===== src/lcc_pkg.sv =====
// Shared types, constants and helpers of the latency clock trim controller.
// Used by every module of the block but lcc_ram; depends on nothing.

package lcc_pkg;

  // Field widths
  localparam int TS_W      = 33;   // pts / stc, 90 kHz ticks
  localparam int MS_W      = 27;   // latency and average in ms
  localparam int TGT_W     = 28;   // latched target
  localparam int LVL_W     = 3;
  localparam int SCALE_W   = 17;
  localparam int JUMP_W    = 16;
  localparam int COUNT_W   = 10;   // signed preroll / fill count
  localparam int PROD_W    = TGT_W + 4;
  localparam int AVG7_W    = MS_W + 3;

  localparam int IN_DATA_W  = 72;  // 67 bits of fields, padded to bytes
  localparam int OUT_DATA_W = 112; // 106 bits of fields, padded to bytes

  // Parameter defaults
  localparam int WINDOW_SIZE_DEF = 8;
  localparam int PREROLL_DEF     = 16;

  localparam logic [JUMP_W-1:0] JUMP_MAX = {JUMP_W{1'b1}};

  // Shared divider: restoring, DIV_STEPS quotient bits per cycle
  localparam int DIV_BITS    = 36;
  localparam int DIV_STEPS   = 6;
  localparam int DIV_CYCLES  = DIV_BITS / DIV_STEPS;
  localparam int DIV_CNT_W   = $clog2(DIV_CYCLES + 1);
  localparam int DIV_DEN_W   = 7;
  localparam int TICKS_PER_MS = 90;
  localparam int TGT_MULT     = 7;   // 1.4 = 7 / 5
  localparam int TGT_DIVISOR  = 5;

  // Commands
  localparam logic CMD_SAMPLE = 1'b0;
  localparam logic CMD_RESET  = 1'b1;

  // Correction levels
  localparam logic [LVL_W-1:0] LVL_MAX_SLOW = 3'd0;
  localparam logic [LVL_W-1:0] LVL_SLOW     = 3'd1;
  localparam logic [LVL_W-1:0] LVL_NONE     = 3'd2;
  localparam logic [LVL_W-1:0] LVL_FAST     = 3'd3;
  localparam logic [LVL_W-1:0] LVL_MAX_FAST = 3'd4;

  typedef enum logic [1:0] {
    DIV_SEL_LAT,
    DIV_SEL_AVG,
    DIV_SEL_TGT
  } div_sel_t;

  // Controller to datapath
  typedef struct packed {
    logic     capture;
    logic     do_reset;
    logic     div_start;
    div_sel_t div_sel;
    logic     win_update;
    logic     cnt_inc;
    logic     avg_load;
    logic     tgt_load;
    logic     band_mul;
    logic     band_cmp;
    logic     level_upd;
    logic     emit;
    logic     emit_valid;
  } ctrl_t;

  // Datapath to controller
  typedef struct packed {
    logic is_reset_cmd;
    logic ignore;
    logic fill_pending;
    logic target_zero;
    logic div_done;
    logic out_free;
  } stat_t;

  // Q16 clock scale of each correction level
  function automatic logic [SCALE_W-1:0] scale_of(input logic [LVL_W-1:0] lvl);
    logic [SCALE_W-1:0] s;
    unique case (lvl)
      LVL_MAX_SLOW: s = 17'd65470;
      LVL_SLOW:     s = 17'd65526;
      LVL_FAST:     s = 17'd65545;
      LVL_MAX_FAST: s = 17'd65601;
      default:      s = 17'd65536;
    endcase
    return s;
  endfunction

endpackage


===== src/latency_clock_trim_controller.sv =====
// Top level of the latency clock trim controller: stream ports, controller
// and datapath. Depends on lcc_pkg, lcc_ctrl and lcc_datapath.

// The block takes one item at a time and returns exactly one result item for
// each. A reset command or an ignored sample (zero pts, zero stc, stopped clock,
// or pts not ahead of stc) goes from the check straight to the result step.
// A usable sample converts pts-stc to milliseconds in the shared divider
// (six quotient bits per cycle), replaces the oldest window entry and
// updates a running window sum; while the window fills or the preroll runs
// it then goes to the result. A decision adds a second divider pass for the
// window average, while the target is zero a third pass for 7*avg/5 that
// latches the target, and then band multiply, compare and level steps.
// The result sits in an output register, so the next item is accepted while
// a result still waits; a stalled output only holds the controller at its
// last step. No clearing pass follows rst_n: window entries not yet written
// count as zero.

module latency_clock_trim_controller import lcc_pkg::*; #(
  parameter int WINDOW_SIZE     = WINDOW_SIZE_DEF,
  parameter int PREROLL_SAMPLES = PREROLL_DEF
) (
  input  logic                  clk,
  input  logic                  rst_n,
  input  logic                  in_tvalid,
  output logic                  in_tready,
  input  logic [IN_DATA_W-1:0]  in_tdata,   // pts[32:0], stc[65:33], clock_running[66]
  input  logic [0:0]            in_tuser,   // command[0]
  output logic                  out_tvalid,
  input  logic                  out_tready,
  output logic [OUT_DATA_W-1:0] out_tdata,  // correction[2:0], clock_scale[19:3],
                                            // average_ms[46:20], target_ms[73:47],
                                            // fast_jumps[89:74], slow_jumps[105:90]
  output logic [0:0]            out_tuser   // scale_valid[0]
);

  ctrl_t ctrl;
  stat_t stat;

  logic [LVL_W-1:0]   correction;
  logic [SCALE_W-1:0] clock_scale;
  logic [MS_W-1:0]    average_ms;
  logic [MS_W-1:0]    target_ms;
  logic [JUMP_W-1:0]  fast_jumps;
  logic [JUMP_W-1:0]  slow_jumps;
  logic               scale_valid;

  // Sequence each item: check, convert, window update, average, target while zero, bands, emit
  lcc_ctrl u_ctrl (
    .clk      (clk),
    .rst_n    (rst_n),
    .in_valid (in_tvalid),
    .in_ready (in_tready),
    .stat     (stat),
    .ctrl     (ctrl)
  );

  lcc_datapath #(
    .WINDOW_SIZE     (WINDOW_SIZE),
    .PREROLL_SAMPLES (PREROLL_SAMPLES)
  ) u_dp (
    .clk              (clk),
    .rst_n            (rst_n),
    .in_command       (in_tuser[0]),
    .in_pts           (in_tdata[TS_W-1:0]),
    .in_stc           (in_tdata[2*TS_W-1:TS_W]),
    .in_clock_running (in_tdata[2*TS_W]),
    .ctrl             (ctrl),
    .stat             (stat),
    .out_ready        (out_tready),
    .out_valid        (out_tvalid),
    .out_scale_valid  (scale_valid),
    .out_correction   (correction),
    .out_clock_scale  (clock_scale),
    .out_average_ms   (average_ms),
    .out_target_ms    (target_ms),
    .out_fast_jumps   (fast_jumps),
    .out_slow_jumps   (slow_jumps)
  );

  // Pack result fields from the lowest bit up; pad to whole bytes
  assign out_tdata = {6'b000000, slow_jumps, fast_jumps, target_ms, average_ms,
                      clock_scale, correction};
  assign out_tuser = scale_valid;

  // One item at a time: acceptance drops ready until the result is built
  a_one_item: assert property (@(posedge clk) disable iff (!rst_n)
    in_tvalid && in_tready |=> !in_tready)
    else $error("input accepted while an item is still in work");

  // A result without a decision carries a zero average
  a_avg_zero: assert property (@(posedge clk) disable iff (!rst_n)
    out_tvalid && !scale_valid |-> average_ms == '0)
    else $error("average shown without a decision");

  // Scale always belongs to the reported level
  a_scale_match: assert property (@(posedge clk) disable iff (!rst_n)
    out_tvalid |-> clock_scale == scale_of(correction))
    else $error("clock scale does not match correction level");

  // The divider is never restarted while the controller waits on it
  a_div_order: assert property (@(posedge clk) disable iff (!rst_n)
    ctrl.div_start |=> !ctrl.div_start && !stat.div_done)
    else $error("divider restarted or finished too early");

endmodule


===== src/lcc_ram.sv =====
// Generic single-write, single-read RAM with registered read data.
// No dependencies.

module lcc_ram #(
  parameter int WIDTH  = 27,
  parameter int DEPTH  = 8,
  parameter int ADDR_W = (DEPTH > 1) ? $clog2(DEPTH) : 1
) (
  input  logic              clk,
  input  logic              we,
  input  logic [ADDR_W-1:0] waddr,
  input  logic [WIDTH-1:0]  wdata,
  input  logic [ADDR_W-1:0] raddr,
  output logic [WIDTH-1:0]  rdata
);

  logic [WIDTH-1:0] mem [DEPTH];
  logic [WIDTH-1:0] rdata_r;

  always_ff @(posedge clk) begin
    if (we) begin
      mem[waddr] <= wdata;
    end
    rdata_r <= mem[raddr];
  end

  assign rdata = rdata_r;

endmodule


===== src/lcc_div.sv =====
// Shared multi-cycle restoring divider, DIV_STEPS quotient bits per cycle.
// Depends on lcc_pkg.

module lcc_div import lcc_pkg::*; (
  input  logic                 clk,
  input  logic                 rst_n,
  input  logic                 start,
  input  logic [DIV_BITS-1:0]  dividend,
  input  logic [DIV_DEN_W-1:0] divisor,
  output logic                 done,
  output logic [DIV_BITS-1:0]  quotient
);

  logic [DIV_BITS-1:0]  dvd_r, dvd_nxt;
  logic [DIV_DEN_W-1:0] rem_r, rem_nxt;
  logic [DIV_DEN_W-1:0] den_r;
  logic [DIV_CNT_W-1:0] cnt_r;
  logic                 busy_r;
  logic                 done_r;

  // Shift one dividend bit into the remainder per step; quotient bits
  // fill the dividend register from the bottom.
  always_comb begin
    logic [DIV_DEN_W:0] part;
    rem_nxt = rem_r;
    dvd_nxt = dvd_r;
    for (int i = 0; i < DIV_STEPS; i++) begin
      part = {rem_nxt, dvd_nxt[DIV_BITS-1]};
      if (part >= {1'b0, den_r}) begin
        rem_nxt = DIV_DEN_W'(part - {1'b0, den_r});
        dvd_nxt = {dvd_nxt[DIV_BITS-2:0], 1'b1};
      end else begin
        rem_nxt = part[DIV_DEN_W-1:0];
        dvd_nxt = {dvd_nxt[DIV_BITS-2:0], 1'b0};
      end
    end
  end

  always_ff @(posedge clk) begin
    if (!rst_n) begin
      busy_r <= 1'b0;
      done_r <= 1'b0;
      cnt_r  <= '0;
    end else begin
      done_r <= 1'b0;
      if (start) begin
        busy_r <= 1'b1;
        cnt_r  <= DIV_CNT_W'(DIV_CYCLES);
      end else if (busy_r) begin
        cnt_r <= cnt_r - 1'b1;
        if (cnt_r == DIV_CNT_W'(1)) begin
          busy_r <= 1'b0;
          done_r <= 1'b1;
        end
      end
    end
  end

  always_ff @(posedge clk) begin
    if (start) begin
      dvd_r <= dividend;
      rem_r <= '0;
      den_r <= divisor;
    end else if (busy_r) begin
      dvd_r <= dvd_nxt;
      rem_r <= rem_nxt;
    end
  end

  assign done     = done_r;
  assign quotient = dvd_r;

endmodule


===== src/lcc_datapath.sv =====
// Datapath of the trim controller: latency window, running sum, target,
// band compares, level and jump counters, result register.
// Depends on lcc_pkg, lcc_ram and lcc_div.

module lcc_datapath import lcc_pkg::*; #(
  parameter int WINDOW_SIZE     = WINDOW_SIZE_DEF,
  parameter int PREROLL_SAMPLES = PREROLL_DEF
) (
  input  logic              clk,
  input  logic              rst_n,
  input  logic              in_command,
  input  logic [TS_W-1:0]   in_pts,
  input  logic [TS_W-1:0]   in_stc,
  input  logic              in_clock_running,
  input  ctrl_t             ctrl,
  output stat_t             stat,
  input  logic              out_ready,
  output logic              out_valid,
  output logic              out_scale_valid,
  output logic [LVL_W-1:0]  out_correction,
  output logic [SCALE_W-1:0] out_clock_scale,
  output logic [MS_W-1:0]   out_average_ms,
  output logic [MS_W-1:0]   out_target_ms,
  output logic [JUMP_W-1:0] out_fast_jumps,
  output logic [JUMP_W-1:0] out_slow_jumps
);

  localparam int AW    = (WINDOW_SIZE > 1) ? $clog2(WINDOW_SIZE) : 1;
  localparam int SUM_W = MS_W + $clog2(WINDOW_SIZE);

  // Captured item
  logic            cmd_r;
  logic [TS_W-1:0] pts_r, stc_r;
  logic            run_r;

  // Window state
  logic [AW-1:0]            wptr_r;
  logic                     wrapped_r;
  logic [SUM_W-1:0]         sum_r;
  logic signed [COUNT_W-1:0] count_r;

  // Decision state
  logic [MS_W-1:0]   avg_r;
  logic [TGT_W-1:0]  target_r;
  logic [LVL_W-1:0]  level_r;
  logic [JUMP_W-1:0] fast_r, slow_r;
  logic [PROD_W-1:0] a10_r, t11_r, t9_r;
  logic gt2_r, lth_r, gt11_r, lt9_r, gtt_r, ltt_r;

  // Result register
  logic              out_valid_r;
  logic              res_valid_r;
  logic [LVL_W-1:0]  res_lvl_r;
  logic [SCALE_W-1:0] res_scale_r;
  logic [MS_W-1:0]   res_avg_r, res_tgt_r;
  logic [JUMP_W-1:0] res_fast_r, res_slow_r;

  logic [TS_W-1:0]      diff;
  logic [MS_W-1:0]      lat;
  logic [MS_W-1:0]      rd_data;
  logic [MS_W-1:0]      old;
  logic [AVG7_W-1:0]    avg7;
  logic [DIV_BITS-1:0]  div_dividend;
  logic [DIV_DEN_W-1:0] div_divisor;
  logic [DIV_BITS-1:0]  div_q;
  logic                 div_done;

  assign diff = pts_r - stc_r;
  assign lat  = div_q[MS_W-1:0];
  assign old  = wrapped_r ? rd_data : '0;
  assign avg7 = {avg_r, 3'b000} - {3'b000, avg_r};

  always_comb begin
    unique case (ctrl.div_sel)
      DIV_SEL_LAT: begin
        div_dividend = DIV_BITS'(diff);
        div_divisor  = DIV_DEN_W'(TICKS_PER_MS);
      end
      DIV_SEL_AVG: begin
        div_dividend = DIV_BITS'(sum_r);
        div_divisor  = DIV_DEN_W'(WINDOW_SIZE);
      end
      DIV_SEL_TGT: begin
        div_dividend = DIV_BITS'(avg7);
        div_divisor  = DIV_DEN_W'(TGT_DIVISOR);
      end
      default: begin
        div_dividend = '0;
        div_divisor  = DIV_DEN_W'(TICKS_PER_MS);
      end
    endcase
  end

  lcc_div u_div (
    .clk      (clk),
    .rst_n    (rst_n),
    .start    (ctrl.div_start),
    .dividend (div_dividend),
    .divisor  (div_divisor),
    .done     (div_done),
    .quotient (div_q)
  );

  lcc_ram #(
    .WIDTH (MS_W),
    .DEPTH (WINDOW_SIZE)
  ) u_window (
    .clk   (clk),
    .we    (ctrl.win_update),
    .waddr (wptr_r),
    .wdata (lat),
    .raddr (wptr_r),
    .rdata (rd_data)
  );

  always_ff @(posedge clk) begin
    if (ctrl.capture) begin
      cmd_r <= in_command;
      pts_r <= in_pts;
      stc_r <= in_stc;
      run_r <= in_clock_running;
    end
  end

  // Window ring, running sum and fill count. Entries not yet written
  // read as zero, which is what the wrapped flag tracks.
  always_ff @(posedge clk) begin
    if (!rst_n) begin
      wptr_r    <= '0;
      wrapped_r <= 1'b0;
      sum_r     <= '0;
      count_r   <= '0;
    end else begin
      if (ctrl.win_update) begin
        sum_r <= sum_r + SUM_W'(lat) - SUM_W'(old);
        if (wptr_r == AW'(WINDOW_SIZE - 1)) begin
          wptr_r    <= '0;
          wrapped_r <= 1'b1;
        end else begin
          wptr_r <= wptr_r + 1'b1;
        end
      end
      if (ctrl.do_reset) begin
        count_r <= COUNT_W'(0) - COUNT_W'(PREROLL_SAMPLES);
      end else if (ctrl.cnt_inc) begin
        count_r <= count_r + 1'b1;
      end
    end
  end

  always_ff @(posedge clk) begin
    if (ctrl.avg_load) begin
      avg_r <= div_q[MS_W-1:0];
    end
    if (ctrl.band_mul) begin
      a10_r <= PROD_W'({avg_r, 3'b000}) + PROD_W'({avg_r, 1'b0});
      t11_r <= PROD_W'({target_r, 3'b000}) + PROD_W'({target_r, 1'b0}) + PROD_W'(target_r);
      t9_r  <= PROD_W'({target_r, 3'b000}) + PROD_W'(target_r);
    end
    if (ctrl.band_cmp) begin
      gt2_r  <= {2'b00, avg_r} > {1'b0, target_r, 1'b0};
      lth_r  <= {avg_r, 1'b0} < target_r;
      gt11_r <= a10_r > t11_r;
      lt9_r  <= a10_r < t9_r;
      gtt_r  <= {1'b0, avg_r} > target_r;
      ltt_r  <= {1'b0, avg_r} < target_r;
    end
  end

  // Target, level and jump counters
  always_ff @(posedge clk) begin
    if (!rst_n) begin
      target_r <= '0;
      level_r  <= LVL_NONE;
      fast_r   <= '0;
      slow_r   <= '0;
    end else if (ctrl.do_reset) begin
      target_r <= '0;
      level_r  <= LVL_NONE;
      fast_r   <= '0;
      slow_r   <= '0;
    end else begin
      if (ctrl.tgt_load) begin
        target_r <= div_q[TGT_W-1:0];
      end
      if (ctrl.level_upd) begin
        priority if (gt2_r) begin
          if (level_r < LVL_MAX_FAST) begin
            level_r <= LVL_MAX_FAST;
            if (fast_r != JUMP_MAX) fast_r <= fast_r + 1'b1;
          end
        end else if (lth_r) begin
          if (level_r > LVL_MAX_SLOW) begin
            level_r <= LVL_MAX_SLOW;
            if (slow_r != JUMP_MAX) slow_r <= slow_r + 1'b1;
          end
        end else if (gt11_r) begin
          if (level_r < LVL_MAX_FAST) level_r <= LVL_FAST;
        end else if (lt9_r) begin
          if (level_r > LVL_MAX_SLOW) level_r <= LVL_SLOW;
        end else if (gtt_r) begin
          if (level_r < LVL_NONE) level_r <= LVL_NONE;
        end else if (ltt_r) begin
          if (level_r > LVL_NONE) level_r <= LVL_NONE;
        end else begin
          level_r <= LVL_NONE;
        end
      end
    end
  end

  // Result register
  always_ff @(posedge clk) begin
    if (!rst_n) begin
      out_valid_r <= 1'b0;
    end else if (ctrl.emit) begin
      out_valid_r <= 1'b1;
    end else if (out_ready) begin
      out_valid_r <= 1'b0;
    end
  end

  always_ff @(posedge clk) begin
    if (ctrl.emit) begin
      res_valid_r <= ctrl.emit_valid;
      res_lvl_r   <= level_r;
      res_scale_r <= scale_of(level_r);
      res_avg_r   <= ctrl.emit_valid ? avg_r : '0;
      res_tgt_r   <= target_r[MS_W-1:0];
      res_fast_r  <= fast_r;
      res_slow_r  <= slow_r;
    end
  end

  assign stat.is_reset_cmd = (cmd_r == CMD_RESET);
  assign stat.ignore       = (pts_r == '0) || !run_r || (stc_r == '0) || (pts_r <= stc_r);
  assign stat.fill_pending = count_r < $signed(COUNT_W'(WINDOW_SIZE - 1));
  assign stat.target_zero  = (target_r == '0);
  assign stat.div_done     = div_done;
  assign stat.out_free     = !out_valid_r || out_ready;

  assign out_valid       = out_valid_r;
  assign out_scale_valid = res_valid_r;
  assign out_correction  = res_lvl_r;
  assign out_clock_scale = res_scale_r;
  assign out_average_ms  = res_avg_r;
  assign out_target_ms   = res_tgt_r;
  assign out_fast_jumps  = res_fast_r;
  assign out_slow_jumps  = res_slow_r;

endmodule


===== src/lcc_ctrl.sv =====
// Sequencing state machine of the trim controller.
// Depends on lcc_pkg; drives the datapath through ctrl_t, reads stat_t.

module lcc_ctrl import lcc_pkg::*; (
  input  logic  clk,
  input  logic  rst_n,
  input  logic  in_valid,
  output logic  in_ready,
  input  stat_t stat,
  output ctrl_t ctrl
);

  typedef enum logic [3:0] {
    S_IDLE,
    S_CHECK,
    S_DIV_LAT,
    S_WRITE,
    S_AVG_START,
    S_DIV_AVG,
    S_TGT_START,
    S_DIV_TGT,
    S_BAND_MUL,
    S_BAND_CMP,
    S_LEVEL,
    S_EMIT,
    S_EMIT_DEC
  } state_t;

  state_t state_r, state_nxt;

  always_comb begin
    ctrl      = '0;
    state_nxt = state_r;
    in_ready  = (state_r == S_IDLE);
    unique case (state_r)
      S_IDLE: begin
        if (in_valid) begin
          ctrl.capture = 1'b1;
          state_nxt    = S_CHECK;
        end
      end
      S_CHECK: begin
        if (stat.is_reset_cmd) begin
          ctrl.do_reset = 1'b1;
          state_nxt     = S_EMIT;
        end else if (stat.ignore) begin
          state_nxt = S_EMIT;
        end else begin
          ctrl.div_start = 1'b1;
          ctrl.div_sel   = DIV_SEL_LAT;
          state_nxt      = S_DIV_LAT;
        end
      end
      S_DIV_LAT: begin
        if (stat.div_done) state_nxt = S_WRITE;
      end
      S_WRITE: begin
        ctrl.win_update = 1'b1;
        if (stat.fill_pending) begin
          ctrl.cnt_inc = 1'b1;
          state_nxt    = S_EMIT;
        end else begin
          state_nxt = S_AVG_START;
        end
      end
      S_AVG_START: begin
        ctrl.div_start = 1'b1;
        ctrl.div_sel   = DIV_SEL_AVG;
        state_nxt      = S_DIV_AVG;
      end
      S_DIV_AVG: begin
        if (stat.div_done) begin
          ctrl.avg_load = 1'b1;
          state_nxt     = stat.target_zero ? S_TGT_START : S_BAND_MUL;
        end
      end
      S_TGT_START: begin
        ctrl.div_start = 1'b1;
        ctrl.div_sel   = DIV_SEL_TGT;
        state_nxt      = S_DIV_TGT;
      end
      S_DIV_TGT: begin
        if (stat.div_done) begin
          ctrl.tgt_load = 1'b1;
          state_nxt     = S_BAND_MUL;
        end
      end
      S_BAND_MUL: begin
        ctrl.band_mul = 1'b1;
        state_nxt     = S_BAND_CMP;
      end
      S_BAND_CMP: begin
        ctrl.band_cmp = 1'b1;
        state_nxt     = S_LEVEL;
      end
      S_LEVEL: begin
        ctrl.level_upd = 1'b1;
        state_nxt      = S_EMIT_DEC;
      end
      S_EMIT: begin
        if (stat.out_free) begin
          ctrl.emit = 1'b1;
          state_nxt = S_IDLE;
        end
      end
      S_EMIT_DEC: begin
        if (stat.out_free) begin
          ctrl.emit       = 1'b1;
          ctrl.emit_valid = 1'b1;
          state_nxt       = S_IDLE;
        end
      end
      default: state_nxt = S_IDLE;
    endcase
  end

  always_ff @(posedge clk) begin
    if (!rst_n) begin
      state_r <= S_IDLE;
    end else begin
      state_r <= state_nxt;
    end
  end

endmodule

===== config.mk =====
export PLATFORM = sky130hd
export DESIGN_NAME = latency_clock_trim_controller
export DESIGN_NICKNAME = d
export VERILOG_FILES = /design/src/lcc_pkg.sv /design/src/latency_clock_trim_controller.sv /design/src/lcc_ram.sv /design/src/lcc_div.sv /design/src/lcc_datapath.sv /design/src/lcc_ctrl.sv
export SDC_FILE = /design/constraint.sdc
export NUM_CORES = 2
export LEC_CHECK = 0
export ABC_AREA = 1
export BUFFER_PORTS_ARGS = -buffer_cell sky130_fd_sc_hd__clkbuf_2
export CORE_MARGIN = 2
export CORE_UTILIZATION = 50
export DETAILED_ROUTE_END_ITERATION = 16
export PLACE_DENSITY = 0.67
export SLEW_MARGIN = 20
export SYNTH_ARGS = -nofsm -noshare
export SYNTH_HDL_FRONTEND = slang
export SYNTH_SLANG_ARGS = --single-unit
export TNS_END_PERCENT = 20

===== constraint.sdc =====
create_clock -name clk -period 10.55 [get_ports clk]
set_input_delay 1.055 -clock clk [delete_from_list [all_inputs] [get_ports clk]]
set_output_delay 1.055 -clock clk [all_outputs]
set_load 0.01 [all_outputs]

==> results_dict.tcl <==
set metrics [dict create \
    status "complete, no violations" \
    synth-compound-area-share_pct 13.4 \
    clk_path_buf_depth 3 \
    antenna_cells 0 \
    syn_inst 3945 \
    gr-total-overflow 0 \
    synth_edf_count 544 \
    dieArea_sq_mm 0.0807 \
    grtUsageTotal_pct 24.4 \
    synth_top_family_by_area "adder cells" \
    tightest_slew_ns 0.957 \
    place_ws_ns 0.256 \
    synthFlopType "edfxtp_1" \
    clk_pin_slew_worst_paths_ns 0.06 \
    regArea_sq_mm 0.0194 \
    setup_viol 0 \
    cts_root_buf "clkbuf_16" \
    place_hpwl_um 71900 \
    cap_violations 0 \
    coreArea_sq_mm 0.0776 \
    synthMuxAreaShare_pct 0 \
    seq_area_frac_synth_pct 49.3 \
    syn_area_per_cell_sq_um 9.95 \
    place.gp.congestion 0.914 \
    synthSimpleGateAreaFrac_pct 12.6 \
    synthAdderAreaFrac_pct 14.6 \
    grt_pass1_wl_um 155000 \
    period_needed_ns 9.54 \
    htree_levels 3 \
    report.final.slew_viol_count 0 \
    max_freq_ghz 0.105 \
    routed_wl_um 99200 \
    relSlewSlack_pct 36.0 \
    rows 102 \
    clk_latency_ns 0.65 \
    required_ns 11.13 \
    cts_tree "built" \
    synth-seq-cells 695 \
    io_pins 192 \
    setup.worst_path.start_class "flop" \
    critPathMaxFanout 10 \
    ys_async_sr_fraction_pct 0 \
    clock_skew_ns 0.0296 \
    multi_input_comb_area_sq_mm 0.0173 \
    io_buffers 180 \
    yosys-top-cells-area "edfxtp_1 (42%), ha_1 (11%), dfxtp_1 (7.7%)" \
    route.detailed.wl_per_inst_um 18.8 \
    arrival_ns 10.12 \
    antenna_left 0 \
    post-route-util_pct 57.0 \
    critical-path-max-stage-delay_ns 0.45 \
    tns_ns 0 \
    rsz0062_at_grt "false" \
    yosys.area_share.xor_xnor_pct 3.19 \
    post_dp_cell_area_sq_mm 0.0415 \
    antenna_found_initial 1 \
    initial_core_util_pct 50.6 \
    area_growth_pct 12.7 \
    die_w_um 284 \
    remaining_drc_errors 0 \
    numCtsBuffers 77 \
    critPathSlowestCell "fa_1" \
    clock_sink_count 695 \
    final_cell_area_sq_mm 0.0442 \
    grt_max_degree 70 \
    finalWorstSetupSlack_ns 1.01 \
    drt_iter0_markers 2210 \
    first_pass_iters 5 \
    grt_pass1_vias 28100 \
    syn-cell-area_sq_mm 0.0392 \
    yosys.area.top_type_share_pct 41.6 \
    nets 4671 \
    synth_cell_types 67 \
    period_share_pct 90.4 \
    synth.largest_area_cell "edfxtp_1" \
    ys_warn_count 0 \
    via_count 28900 \
    critPathKind "flop to flop" \
    cp_common_cell "inv_1" \
    critPathCaptureType "flop" \
    holdCritPathClass "flop to flop" \
    via_per_inst 5.48 \
    die_y_um 284 \
    fill_cells 6693 \
    hold_viol_final 0 \
    layout-drive-gt1-share_pct 10.9 \
]
cells by family (layout without fill, tap and decap cells):
logic type / Yosys count / after routing
other cells: 1 / 6
compound gates: 909 / 909
simple gates: 1078 / 1078
buf+inv: 698 / 986
fa+ha+maj: 421 / 421
flops: 695 / 695
xor+xnor: 143 / 143
per-stage QoR:
step	hold WS (ns)	instances
4_1_cts	0.440	5276
6_report	0.439	5278
3_3_place_gp	0.422	5132
3_5_place_dp	0.426	5132
2_1_floorplan	0.408	3950
5_1_grt	0.453	5278
worst max-delay path, delay by kind of cell (launching register included):
kind            cells  cell delay [ns]
buf+inv             9             0.90
simple gates       30             3.43
fa+ha+maj           7             2.75
flops               1             0.39
compound gates     13             1.99
final timing paths:
check                           from                       to  slack [ns]  depth (start not counted)
min reg2reg          u_dp.slow_r[15]  u_dp.out_slow_jumps[15]        0.44                          0
min                  u_dp.slow_r[15]  u_dp.out_slow_jumps[15]        0.44                          0
max reg2reg  u_dp.u_div.quotient[35]      u_dp.u_div.rem_r[3]        1.01                         59
max          u_dp.u_div.quotient[35]      u_dp.u_div.rem_r[3]        1.01                         59
synthesized netlist by cell type, types with 12 or more instances:
| cell | instances |
|---|---|
| o22ai_1 | 25 |
| dfxtp_1 | 151 |
| nand4_1 | 85 |
| ha_1 | 359 |
| o21ai_0 | 261 |
| a21boi_0 | 12 |
| clkbuf_1 | 58 |
| a221oi_1 | 31 |
| inv_1 | 599 |
| xnor2_1 | 44 |
| xor2_1 | 99 |
| a21oi_1 | 391 |
| nand3_1 | 95 |
| o21a_1 | 14 |
| o21bai_1 | 15 |
| nor2_1 | 176 |
| a22oi_1 | 34 |
| nor4_1 | 41 |
| fa_1 | 62 |
| nand2_2 | 18 |
| o211ai_1 | 15 |
| a31oi_1 | 20 |
| nand2_1 | 553 |
| a211oi_1 | 13 |
| buf_4 | 18 |
| edfxtp_1 | 544 |
| a22o_1 | 21 |
| nor3_1 | 52 |
cell type report:
cell class                      count  area share [%]
Sequential cell                   695            43.8
Timing Repair Buffer              228            2.85
Clock inverter                     52            1.36
Inverter                          614            5.22
Multi-Input combinational cell   2557            39.2
Clock buffer                       92            4.62
Tap cell                         1040            2.94
registers in the layout, indices dropped and copies added, names as in the netlist, 28 cells and up:
signal	cells
u_dp.u_div.quotient	36
u_dp.t11_r	31
u_dp.t9_r	32
u_dp.target_r	28
u_dp.sum_r	30
u_dp.pts_r	33
u_dp.stc_r	33
u_dp.a10_r	30
u_dp.u_window.mem	216
repair_timing:
item | 4_1_cts | 5_1_grt
hold buffers | 0 | 0
endpoints found under the hold margin | 0 | 0
endpoints found under the setup margin | 0 | 8
gates resized for setup | 0 | 15
setup buffers | 0 | 2
layer usage:
layer  global-route usage [%]  wire length, um  vias to the layer above
met5                        0                0                        -
met4                     9.62             3910                        0
met2                     39.3            45000                      838
li1                         -                -                    14300
met1                     33.3            44300                    13600
met3                     3.60             5950                      176
cells in the final DEF (no fill, tap or decap), types with 25 or more instances in the layout:
master | synthesis | routed
clkbuf_2 | 0 | 180
ha_1 | 359 | 359
nor3_1 | 52 | 41
xnor2_1 | 44 | 44
nand2_1 | 553 | 552
fa_1 | 62 | 62
buf_4 | 18 | 48
nand4_1 | 85 | 85
xor2_1 | 99 | 99
nand3_1 | 95 | 95
nor4_1 | 41 | 37
clkbuf_16 | 0 | 78
dfxtp_1 | 151 | 151
inv_1 | 599 | 598
nor2_1 | 176 | 169
a221oi_1 | 31 | 31
a21oi_1 | 391 | 391
o22ai_1 | 25 | 25
o21ai_0 | 261 | 251
a22oi_1 | 34 | 34
edfxtp_1 | 544 | 544
Power is left out: the tool's default activity adds up to more than one toggle a clock period on the data nets, which glitch-free logic cannot reach.
